==> src/design/key_value_table_core_macros.svh <==
// Assertion macros shared by the key/value table RTL.
`ifndef KEY_VALUE_TABLE_CORE_MACROS_SVH
`define KEY_VALUE_TABLE_CORE_MACROS_SVH

// Same-cycle implication, disabled during reset.
`define KVT_ASSERT_NOW(label, ante, cons) \
  label: assert property (@(posedge clk_i) disable iff (!rst_ni) (ante) |-> (cons)) \
    else $error("key_value_table assertion failed");

// Next-cycle implication, disabled during reset.
`define KVT_ASSERT_NEXT(label, ante, cons) \
  label: assert property (@(posedge clk_i) disable iff (!rst_ni) (ante) |=> (cons)) \
    else $error("key_value_table assertion failed");

`endif

==> src/design/kvt_pkg.sv <==
// Shared types and constants of the key/value table.
`timescale 1ns / 1ps

package kvt_pkg;

  localparam int TABLE_DEPTH = 16;
  localparam int IDX_W       = (TABLE_DEPTH > 1) ? $clog2(TABLE_DEPTH) : 1;
  localparam int CNT_W       = $clog2(TABLE_DEPTH + 1);
  localparam int KEY_W       = 32;
  localparam int VAL_W       = 32;
  localparam int COUNT_W     = 5;

  localparam logic [1:0] REQ_INSERT = 2'd0;
  localparam logic [1:0] REQ_LOOKUP = 2'd1;
  localparam logic [1:0] REQ_REMOVE = 2'd2;

  typedef struct packed {
    logic [1:0]              req_type;
    logic signed [KEY_W-1:0] req_key;
    logic [VAL_W-1:0]        req_value;
  } kvt_req_t;

  typedef struct packed {
    logic               hit;
    logic [VAL_W-1:0]   read_value;
    logic [COUNT_W-1:0] entry_count;
    logic               full_error;
  } kvt_rsp_t;

  typedef struct packed {
    logic             rd_en;
    logic [IDX_W-1:0] rd_addr;
    logic             wr_en;
    logic [IDX_W-1:0] wr_addr;
    logic [KEY_W-1:0] wr_key;
    logic [VAL_W-1:0] wr_value;
  } kvt_mem_req_t;

endpackage

==> src/design/kvt_entry_store.sv <==
// Key and value storage with one write port and one registered read port.
`timescale 1ns / 1ps

module kvt_entry_store (
  input  logic                       clk_i,
  input  kvt_pkg::kvt_mem_req_t      mem_req_i,
  output logic [kvt_pkg::KEY_W-1:0]  rd_key_o,
  output logic [kvt_pkg::VAL_W-1:0]  rd_value_o
);
  import kvt_pkg::*;

  logic [KEY_W-1:0] key_mem [TABLE_DEPTH];
  logic [VAL_W-1:0] val_mem [TABLE_DEPTH];

  always_ff @(posedge clk_i) begin
    if (mem_req_i.wr_en) begin
      key_mem[mem_req_i.wr_addr] <= mem_req_i.wr_key;
      val_mem[mem_req_i.wr_addr] <= mem_req_i.wr_value;
    end
  end

  always_ff @(posedge clk_i) begin
    if (mem_req_i.rd_en) begin
      rd_key_o   <= key_mem[mem_req_i.rd_addr];
      rd_value_o <= val_mem[mem_req_i.rd_addr];
    end
  end

endmodule

==> src/design/key_value_table_core.sv <==
// Top level of the key/value table: request sequencer, valid bits and result register.
//
//   channel | direction | handshake              | payload
//   --------+-----------+------------------------+-------------------------------
//   request | in        | in_valid_i / in_stall_o  | in_item_i  (type, key, value)
//   result  | out       | out_valid_o / out_stall_i| out_item_o (hit, value, count, full)
//
// From one acceptance to the next an item passes through S_IDLE, which accepts it,
// S_SCAN, which feeds each entry through the single key comparator from the store's
// read port and then drains the registered read, and S_UPDATE, which loads the result
// register; the next item is not accepted until the update is done.
// Reset clears the valid bits and the entry count at once; key and value
// storage needs no clearing because only valid entries are ever compared.
// A waiting result does not block acceptance of the next item; the update
// step holds only while the previous result still sits stalled.
`timescale 1ns / 1ps

module key_value_table_core (
  input  logic              clk_i,
  input  logic              rst_ni,
  input  logic              in_valid_i,
  output logic              in_stall_o,
  input  kvt_pkg::kvt_req_t in_item_i,
  output logic              out_valid_o,
  input  logic              out_stall_i,
  output kvt_pkg::kvt_rsp_t out_item_o
);
  import kvt_pkg::*;

  `include "key_value_table_core_macros.svh"

  typedef enum logic [1:0] {
    S_IDLE,
    S_SCAN,
    S_UPDATE
  } state_e;

  state_e           state_q;
  kvt_req_t         req_q;
  logic [CNT_W-1:0] cnt_q;        // next entry to read
  logic             rd_pend_q;    // read data for rd_idx_q arrives this cycle
  logic [IDX_W-1:0] rd_idx_q;
  logic             hit_q;
  logic [IDX_W-1:0] hit_idx_q;
  logic [VAL_W-1:0] hit_val_q;
  logic             free_q;
  logic [IDX_W-1:0] free_idx_q;
  logic [TABLE_DEPTH-1:0] valid_q;
  logic [CNT_W-1:0] count_q;
  logic             out_valid_q;
  kvt_rsp_t         out_q;

  kvt_mem_req_t     mem_req;
  logic [KEY_W-1:0] rd_key;
  logic [VAL_W-1:0] rd_value;

  logic             accept;
  logic             scan_match;
  logic             scan_free;
  logic             upd_go;
  kvt_rsp_t         rsp_d;
  logic [CNT_W-1:0] count_d;

  kvt_entry_store u_store (
    .clk_i      (clk_i),
    .mem_req_i  (mem_req),
    .rd_key_o   (rd_key),
    .rd_value_o (rd_value)
  );

  // Accept only while idle; an unread result does not hold off the next item.
  assign in_stall_o  = (state_q != S_IDLE);
  assign accept      = in_valid_i && (state_q == S_IDLE);
  assign out_valid_o = out_valid_q;
  assign out_item_o  = out_q;

  // Update proceeds once the result register is free or being emptied.
  assign upd_go = (state_q == S_UPDATE) && !(out_valid_q && out_stall_i);

  // Shared comparator: one entry per cycle against the held key.
  assign scan_match = rd_pend_q && valid_q[rd_idx_q] && (rd_key == $unsigned(req_q.req_key));
  assign scan_free  = rd_pend_q && !valid_q[rd_idx_q];

  // Store read and write requests, and the result and count of the update step.
  always_comb begin
    rsp_d             = '0;
    count_d           = count_q;
    mem_req.rd_en     = (state_q == S_SCAN) && (cnt_q < CNT_W'(TABLE_DEPTH));
    mem_req.rd_addr   = cnt_q[IDX_W-1:0];
    mem_req.wr_en     = 1'b0;
    mem_req.wr_addr   = hit_idx_q;
    mem_req.wr_key    = $unsigned(req_q.req_key);
    mem_req.wr_value  = req_q.req_value;
    unique case (req_q.req_type)
      REQ_INSERT: begin
        rsp_d.hit = hit_q;
        if (hit_q) begin
          mem_req.wr_en = upd_go;
        end else if (free_q) begin
          mem_req.wr_en   = upd_go;
          mem_req.wr_addr = free_idx_q;
          count_d         = count_q + CNT_W'(1);
        end else begin
          rsp_d.full_error = 1'b1;
        end
      end
      REQ_LOOKUP: begin
        rsp_d.hit = hit_q;
        if (hit_q) begin
          rsp_d.read_value = hit_val_q;
        end
      end
      REQ_REMOVE: begin
        rsp_d.hit = hit_q;
        if (hit_q) begin
          count_d = count_q - CNT_W'(1);
        end
      end
      default: begin
        // unused request code: report the count and change nothing
      end
    endcase
    rsp_d.entry_count = COUNT_W'(count_d);
  end

  always_ff @(posedge clk_i or negedge rst_ni) begin
    if (!rst_ni) begin
      state_q     <= S_IDLE;
      req_q       <= '0;
      cnt_q       <= '0;
      rd_pend_q   <= 1'b0;
      rd_idx_q    <= '0;
      hit_q       <= 1'b0;
      hit_idx_q   <= '0;
      hit_val_q   <= '0;
      free_q      <= 1'b0;
      free_idx_q  <= '0;
      valid_q     <= '0;
      count_q     <= '0;
      out_valid_q <= 1'b0;
      out_q       <= '0;
    end else begin
      // drop the result once taken, unless a new one loads in the same cycle
      if (out_valid_q && !out_stall_i && !upd_go) begin
        out_valid_q <= 1'b0;
      end
      unique case (state_q)
        S_IDLE: begin
          if (accept) begin
            req_q     <= in_item_i;
            cnt_q     <= '0;
            rd_pend_q <= 1'b0;
            hit_q     <= 1'b0;
            free_q    <= 1'b0;
            state_q   <= S_SCAN;
          end
        end
        S_SCAN: begin
          // advance the read pointer and record the first match and free slot
          rd_pend_q <= mem_req.rd_en;
          rd_idx_q  <= mem_req.rd_addr;
          if (mem_req.rd_en) begin
            cnt_q <= cnt_q + CNT_W'(1);
          end
          if (scan_match && !hit_q) begin
            hit_q     <= 1'b1;
            hit_idx_q <= rd_idx_q;
            hit_val_q <= rd_value;
          end
          if (scan_free && !free_q) begin
            free_q     <= 1'b1;
            free_idx_q <= rd_idx_q;
          end
          if (cnt_q == CNT_W'(TABLE_DEPTH)) begin
            state_q <= S_UPDATE;
          end
        end
        S_UPDATE: begin
          if (upd_go) begin
            if (req_q.req_type == REQ_INSERT && !hit_q && free_q) begin
              valid_q[free_idx_q] <= 1'b1;
            end
            if (req_q.req_type == REQ_REMOVE && hit_q) begin
              valid_q[hit_idx_q] <= 1'b0;
            end
            count_q     <= count_d;
            out_q       <= rsp_d;
            out_valid_q <= 1'b1;
            state_q     <= S_IDLE;
          end
        end
        default: begin
          state_q <= S_IDLE;
        end
      endcase
    end
  end

  `KVT_ASSERT_NOW(a_count_tracks_valid, 1'b1, $countones(valid_q) == int'(count_q))
  `KVT_ASSERT_NOW(a_full_not_hit, out_valid_o && out_item_o.full_error, !out_item_o.hit)
  `KVT_ASSERT_NOW(a_value_needs_hit, out_valid_o && (out_item_o.read_value != '0), out_item_o.hit)
  `KVT_ASSERT_NEXT(a_accept_starts_scan, accept, state_q == S_SCAN)
  `KVT_ASSERT_NOW(a_no_write_in_scan, state_q == S_SCAN, !mem_req.wr_en)

endmodule

==> config.mk <==
export PLATFORM = sky130hd
export DESIGN_NAME = key_value_table_core
export DESIGN_NICKNAME = d
export VERILOG_FILES = /design/src/design/kvt_pkg.sv /design/src/design/kvt_entry_store.sv /design/src/design/key_value_table_core.sv
export VERILOG_INCLUDE_DIRS = /design/src /design/src/design
export SDC_FILE = /design/constraint.sdc
export NUM_CORES = 1
export LEC_CHECK = 0
export BUFFER_PORTS_ARGS = -buffer_cell sky130_fd_sc_hd__buf_2
export CORE_ASPECT_RATIO = 0.7
export CORE_MARGIN = 2
export CORE_UTILIZATION = 45
export CTS_CLUSTER_DIAMETER = 150
export DETAILED_ROUTE_END_ITERATION = 16
export REMOVE_ABC_BUFFERS = 1
export SETUP_SLACK_MARGIN = 0.2
export SLEW_MARGIN = 40
export SYNTH_ARGS = -nofsm -noshare
export SYNTH_HDL_FRONTEND = slang
export SYNTH_HIERARCHICAL = 1
export SYNTH_SLANG_ARGS = --single-unit
==> constraint.sdc <==
create_clock -name clk_i -period 8.71 [get_ports clk_i]
set_input_delay 0.4355 -clock clk_i [delete_from_list [all_inputs] [get_ports clk_i]]
set_output_delay 0.4355 -clock clk_i [all_outputs]
set_load 0.05 [all_outputs]
Word level (Yosys, flattened, before mapping) --
Memories as Yosys holds them, arrays and structs flattened. A register that Yosys moved wholly into a read port is not among the register bits. Index checks and enable logic that the tools add are counted. Widths: inputs -> output; s select.
Storage, ports and cells: input bits 70, RAM bits 1024, memories kept 2, logic and storage cells 127, output and inout bits 41, register bits after elaboration 176
Memory list:
- u_store.key_mem | depth 16, width 32, rd ports 1, clocked after memory_dff 1, wr ports 1, line kvt_entry_store.sv:12 | logic [KEY_W-1:0] key_mem [TABLE_DEPTH];
- u_store.val_mem | depth 16, width 32, rd ports 1, clocked after memory_dff 1, wr ports 1, line kvt_entry_store.sv:13 | logic [VAL_W-1:0] val_mem [TABLE_DEPTH];
Operators by class: order comparisons 6, equality and inequality tests 15, bitwise operators 3, reduce and logical (&&, ||, !) cells 38, multiplexer cells 42, add/sub/neg operators 3
Operator list (count):
- $mux 16 | 4
- $mux 32 | 2
- $mux 5 | 7
- $eq 32x32->1 | 1
- $pmux 5 s2 | 2
- $and 16x16->16 | 1
- $logic_and 1x1->1 | 16
- $mux 1 | 16
- $not 16->16 | 1
- $or 16x16->16 | 1
- $lt 4x5->1 const B | 3
- $ne 2x2->1 const B | 6
- $reduce_and 3->1 | 4
- $add 5x1->5 const B | 2
- $reduce_and 2->1 | 5
- $demux 1 s4 | 2
- $ge 4x1->1 const B | 2
- $logic_not 1->1 | 6
- $mux 2 | 3
- $ne 2x1->1 const B | 3
- $pmux 1 s2 | 3
- $pmux 2 s3 | 1
- $reduce_and 6->1 | 1
- $reduce_bool 2->1 | 3
- 9 further kinds | 12

Logic depth before layout (Yosys ltp) --
word-level depth 10, depth in mapped cells 8, depth with buffers taken out 7

Cells and area by module --
The synthesis kept the hierarchy.
By module, submodules not included:
- kvt_entry_store | cells each 1647, seq. area each 32671.3 um2, times used 1, area an instance 40214.8 um2
- key_value_table_core | cells each 674, seq. area each 4404.2 um2, times used 1, area an instance 7489.7 um2

Worst setup path before layout --
OpenSTA, ideal clock, no wires.
path type register to register, from register hit_q, to memory u_store.key_mem[0][0] (enable), setup time 565 ps, required time 8145 ps, path slack 1618 ps, buffers on the path 1, data arrival time 6528 ps, period minus slack after synthesis 7092 ps, stages on the path, launching flop included 6, cells stage by stage dfrtp_1 > clkbuf_1 > nor4b_1 > mux2_2 > or3b_2 > nor3_1
RTL lines:
- start: declaration | line key_value_table_core.sv:43 | logic hit_q;
- start signal: assignment | line key_value_table_core.sv:133 | hit_q <= 1'b0;
- start signal: assignment | line key_value_table_core.sv:153 | hit_q <= 1'b0;
- start signal: assignment | line key_value_table_core.sv:166 | hit_q <= 1'b1;
- end: declaration | line kvt_entry_store.sv:12

==> metrics.md <==
| Metric | Value |
|---|---|
| Worst setup path endpoint | `u_store/key_mem[14][20]` |
| Number of setup violations in the final report | `0` |
| Critical Path End Type | `register` |
| RSZ-0062 raised after global routing | `no` |
| Worst Reg2Reg Path Length in Cells | `6` |
| Met1 track demand over resource in global routing | `0.296` |
| Area post-placement | `50200 µm²` |
| Power Total | `11.7 mW` |
| Clock H-tree levels | `3` |
| Logic gate share of total power | `0.005` |
| Resized Gates After CTS | `0` |
| Minimum clock period | `3.97 ns` |
| Sequential cell area | `37100 µm²` |
| Flip-flop cell with the highest count after synthesis | `sky130_fd_sc_hd__edfxtp_1` |
| Sw Pwr | `2.24 mW` |
| Sequential area share after synthesis | `0.777` |
| Final worst-path cycle share | `0.456` |
| Arrival time reported for the critical path endpoint | `4.34 ns` |
| Total via count in the routed design | `23159` |
| Endpoint required time on the critical path | `9.07 ns` |
| Initial antenna violation count | `2` |
| Unique masters post-synth | `45` |
| CTS tree | `done` |
| Fraction of final layout cells sized beyond drive strength 1 | `0.258` |
| Max-slew headroom at the worst pin | `0.428` |
| Number of post-CTS setup repair buffers | `0` |
| Setup Skew | `0.0292 ns` |
| Antenna Violating Nets Remaining | `0` |
| HPWL reported at the end of detailed placement | `55.5 mm` |
| Sequential power share | `0.556` |
| Cells after synthesis | `2321` |
| Type of the most critical hold path | `input pin to register` |
| Effective utilization at floorplan | `0.456` |
| Height of the die | `276 µm` |
| Number of remaining DRC errors | `0` |
| Clk network pwr share | `0.439` |
| Aggregate global-route resource usage | `0.197` |
| Die boundary width | `393 µm` |
| Post-synth EDFFs | `1088` |
| Cell type with the largest total area after synthesis | `sky130_fd_sc_hd__edfxtp_1` |
| Total of warnings raised by yosys | `6` |
| Count of clock tree sinks | `1264` |
| Fmax | `252 MHz` |
| Pin count of the biggest net entering global routing | `139` |
| Kind of start point of the critical path | `register` |
| Biggest fanout along the worst timing path | `32` |
| Setup slack after placement | `4.59 ns` |
| Clock transition at the registers of the reported paths | `0.06 ns` |
| Cell area after synthesis | `47700 µm²` |
| Reg-to-reg endpoint | `u_store/key_mem[14][20]` |
| Fraction of registers with async set or reset after synthesis | `0.139` |
| Number of diodes added for antenna fixing | `0` |
| Hold bufs inserted after CTS | `67` |
| Post-Synthesis Mean Instance Area | `20.6 µm²` |
| Status | `finished clean` |
| Flip-flop and latch count after synthesis | `1264` |
| CTS Buffer Depth | `3` |
| Number of placed instances, taps included | `3781` |
| CTS Root Cell | `sky130_fd_sc_hd__clkbuf_16` |
| Worst setup margin | `4.74 ns` |
| Count of final max-slew check failures | `0` |
| Footprint of the multi-input gates | `10200 µm²` |
| Total gr overflow | `0` |
| Net Sw Frac | `0.192` |
| Final hold violation count | `0` |
| Crit Reg-Reg Startpoint | `hit_q` |
| Busiest metal layer after global routing | `met2` |
| Total core area | `105000 µm²` |
| Post-DR vias/cell | `5.70` |
| Area share of the largest cell type after synthesis | `0.685` |
| Ranking of synthesized cells by area | `sky130_fd_sc_hd__edfxtp_1 68%, sky130_fd_sc_hd__mux4_2 12%, sky130_fd_sc_hd__dfrtp_1 9.2%` |
| Timing startpoint of the critical path | `hit_q` |
| Worst-skew pair later-pin latency | `0.73 ns` |
| FP Rows | `99` |
| Maximum vdd drop | `0.162 mV` |
| Drt initial violations | `2154` |
| Global routing met3 resource utilization | `0.0294` |
| Number of fill cells | `8149` |
| Die footprint | `109000 µm²` |
| Register-to-register path setup slack | `4.74 ns` |
| Fin nets | `2629` |
| Least-Margin Pin Slew | `0.851 ns` |
| PD cells | `213 nW/µm²` |
| Worst hold margin | `0.0476 ns` |
| Length of the first detailed-routing pass in iterations | `5` |
| IO buf count | `110` |
| Routed wire length | `106 mm` |
| P&R area growth vs syn | `14.9%` |
| Number of maximum-capacitance violations | `0` |
| Hold path startpoint | `in_item_i[37]` |
| Path type of the worst setup path | `register to register` |
| Met2 routing resource usage after global routing | `0.309` |
| Via count of the first global-routing pass | `24103` |
| Final weighted congestion of routability-driven global placement | `0.748` |
| Routed wire per std cell | `26.0 µm` |
| Static leakage | `21.2 nW` |
| Final standard cell count with taps included and fillers excluded | `4066` |
| Total clock buffers created by CTS | `114` |
| Layout Cell Area excl Fill | `54800 µm²` |
| Cell internal power dissipation | `9.43 mW` |
| Global-route wire length before repair | `159 mm` |
| Top Ports | `111` |
==> cell usage in the layout, fill, tap and decap left out, types with 17 or more instances in the layout <==
cell type	synthesis	final
sky130_fd_sc_hd__edfxtp_1	1088	1088
sky130_fd_sc_hd__nand2_1	284	282
sky130_fd_sc_hd__buf_4	20	25
sky130_fd_sc_hd__a22oi_1	128	128
sky130_fd_sc_hd__dfrtp_1	176	174
sky130_fd_sc_hd__mux4_2	260	260
sky130_fd_sc_hd__mux2_4	27	27
sky130_fd_sc_hd__a22o_1	36	36
sky130_fd_sc_hd__clkbuf_16	0	117
sky130_fd_sc_hd__clkbuf_1	64	23
sky130_fd_sc_hd__mux2_2	19	19
sky130_fd_sc_hd__a21oi_1	29	29
sky130_fd_sc_hd__buf_6	9	17
sky130_fd_sc_hd__buf_2	10	109
sky130_fd_sc_hd__dlygate4sd3_1	0	67
sky130_fd_sc_hd__xor2_1	31	31
sky130_fd_sc_hd__clkinv_2	0	25
==> sequential cells by signal (all words and copies together) (netlist names), 2 cells and up <==
register	count
mem_req	64
valid_q	16
state_q	2
out_item_o	39
rd_idx_q	4
hit_idx_q	4
u_store/rd_key_o	32
hit_val_q	32
free_idx_q	4
u_store/rd_value_o	32
u_store/val_mem	512
req_q	2
u_store/key_mem	512
cnt_q	5
==> cell usage after synthesis (10+ instances only) <==
library cell and count:
sky130_fd_sc_hd__buf_4 20, sky130_fd_sc_hd__buf_2 10, sky130_fd_sc_hd__nand2_1 284, sky130_fd_sc_hd__buf_1 13
sky130_fd_sc_hd__edfxtp_1 1088, sky130_fd_sc_hd__mux4_2 260, sky130_fd_sc_hd__a22o_1 36, sky130_fd_sc_hd__nor2_1 28
sky130_fd_sc_hd__clkbuf_1 64, sky130_fd_sc_hd__xor2_1 31, sky130_fd_sc_hd__dfrtp_1 176, sky130_fd_sc_hd__mux2_4 27
sky130_fd_sc_hd__a22oi_1 128, sky130_fd_sc_hd__nor3_1 12, sky130_fd_sc_hd__a21oi_1 29, sky130_fd_sc_hd__mux2_2 19
==> worst min path at each step <==
stage,depth (start not counted),slack (ns),to
2_1_floorplan,0,0.14,cnt_q[0]
3_3_place_gp,1,0.46,out_item_o[5]
3_5_place_dp,1,0.46,out_item_o[5]
4_1_cts,3,0.01,mem_req[37]
5_1_grt,3,0.002,mem_req[37]
6_report,3,0.05,mem_req[37]
==> metrics by stage <==
stage / setup TNS, ns / utilization
global placement: 0 / 0.477
global route: 0 / 0.524
detailed placement: 0 / 0.480
CTS: 0 / 0.523
floorplan: -158.75 / -
finish: 0 / 0.524
==> power groups by stage <==
stage	clock (mW)	combinational, mW	sequential, mW
3_5_place_dp	0	0.0375	6.61
4_1_cts	5.24	0.0609	6.48
3_3_place_gp	0	0.0366	6.61
2_1_floorplan	0	0.000358	6.61
6_report	5.12	0.0587	6.49
5_1_grt	5.47	0.0663	6.48
==> layout make-up <==
| type | instances | share of cell area |
|---|---|---|
| Inverter | 6 | 0.000411 |
| Sequential cell | 1264 | 0.676 |
| Clock inverter | 69 | 0.0134 |
| Tap cell | 1414 | 0.0323 |
| Clock buffer | 146 | 0.0565 |
| Timing Repair Buffer | 233 | 0.0355 |
| Multi-Input combinational cell | 934 | 0.186 |
==> kinds of logic (layout without fill, tap and decap cells) <==
kind of cell,Yosys count,in the layout,share of synthesized area
AO/OA/AOI/OAI,214,214,0.0329
flip-flops,1264,1264,0.777
XOR/XNOR,39,39,0.00716
adder cells (fa/ha/maj),6,6,0.00173
multiplexers,307,307,0.136
AND/OR/NAND/NOR,368,368,0.0321
buffers and inverters,123,454,0.0130
==> worst max-delay path: stages (launching register included) <==
cell	delay, ns
sky130_fd_sc_hd__dfrtp_1	0.49
sky130_fd_sc_hd__nor4b_2	0.65
sky130_fd_sc_hd__o21ai_1	0.35
sky130_fd_sc_hd__nand2b_1	0.42
sky130_fd_sc_hd__nor2_4	0.53
sky130_fd_sc_hd__buf_4	0.66
sky130_fd_sc_hd__buf_4	0.49
==> per-layer routing <==
layer  up-vias  part of all wire
met5         -                 0
met4         0             0.018
met3       140             0.053
met2       683              0.48
met1     12475              0.45
li1       9861                 -
Note: power is estimated with default switching activity, not from simulation.
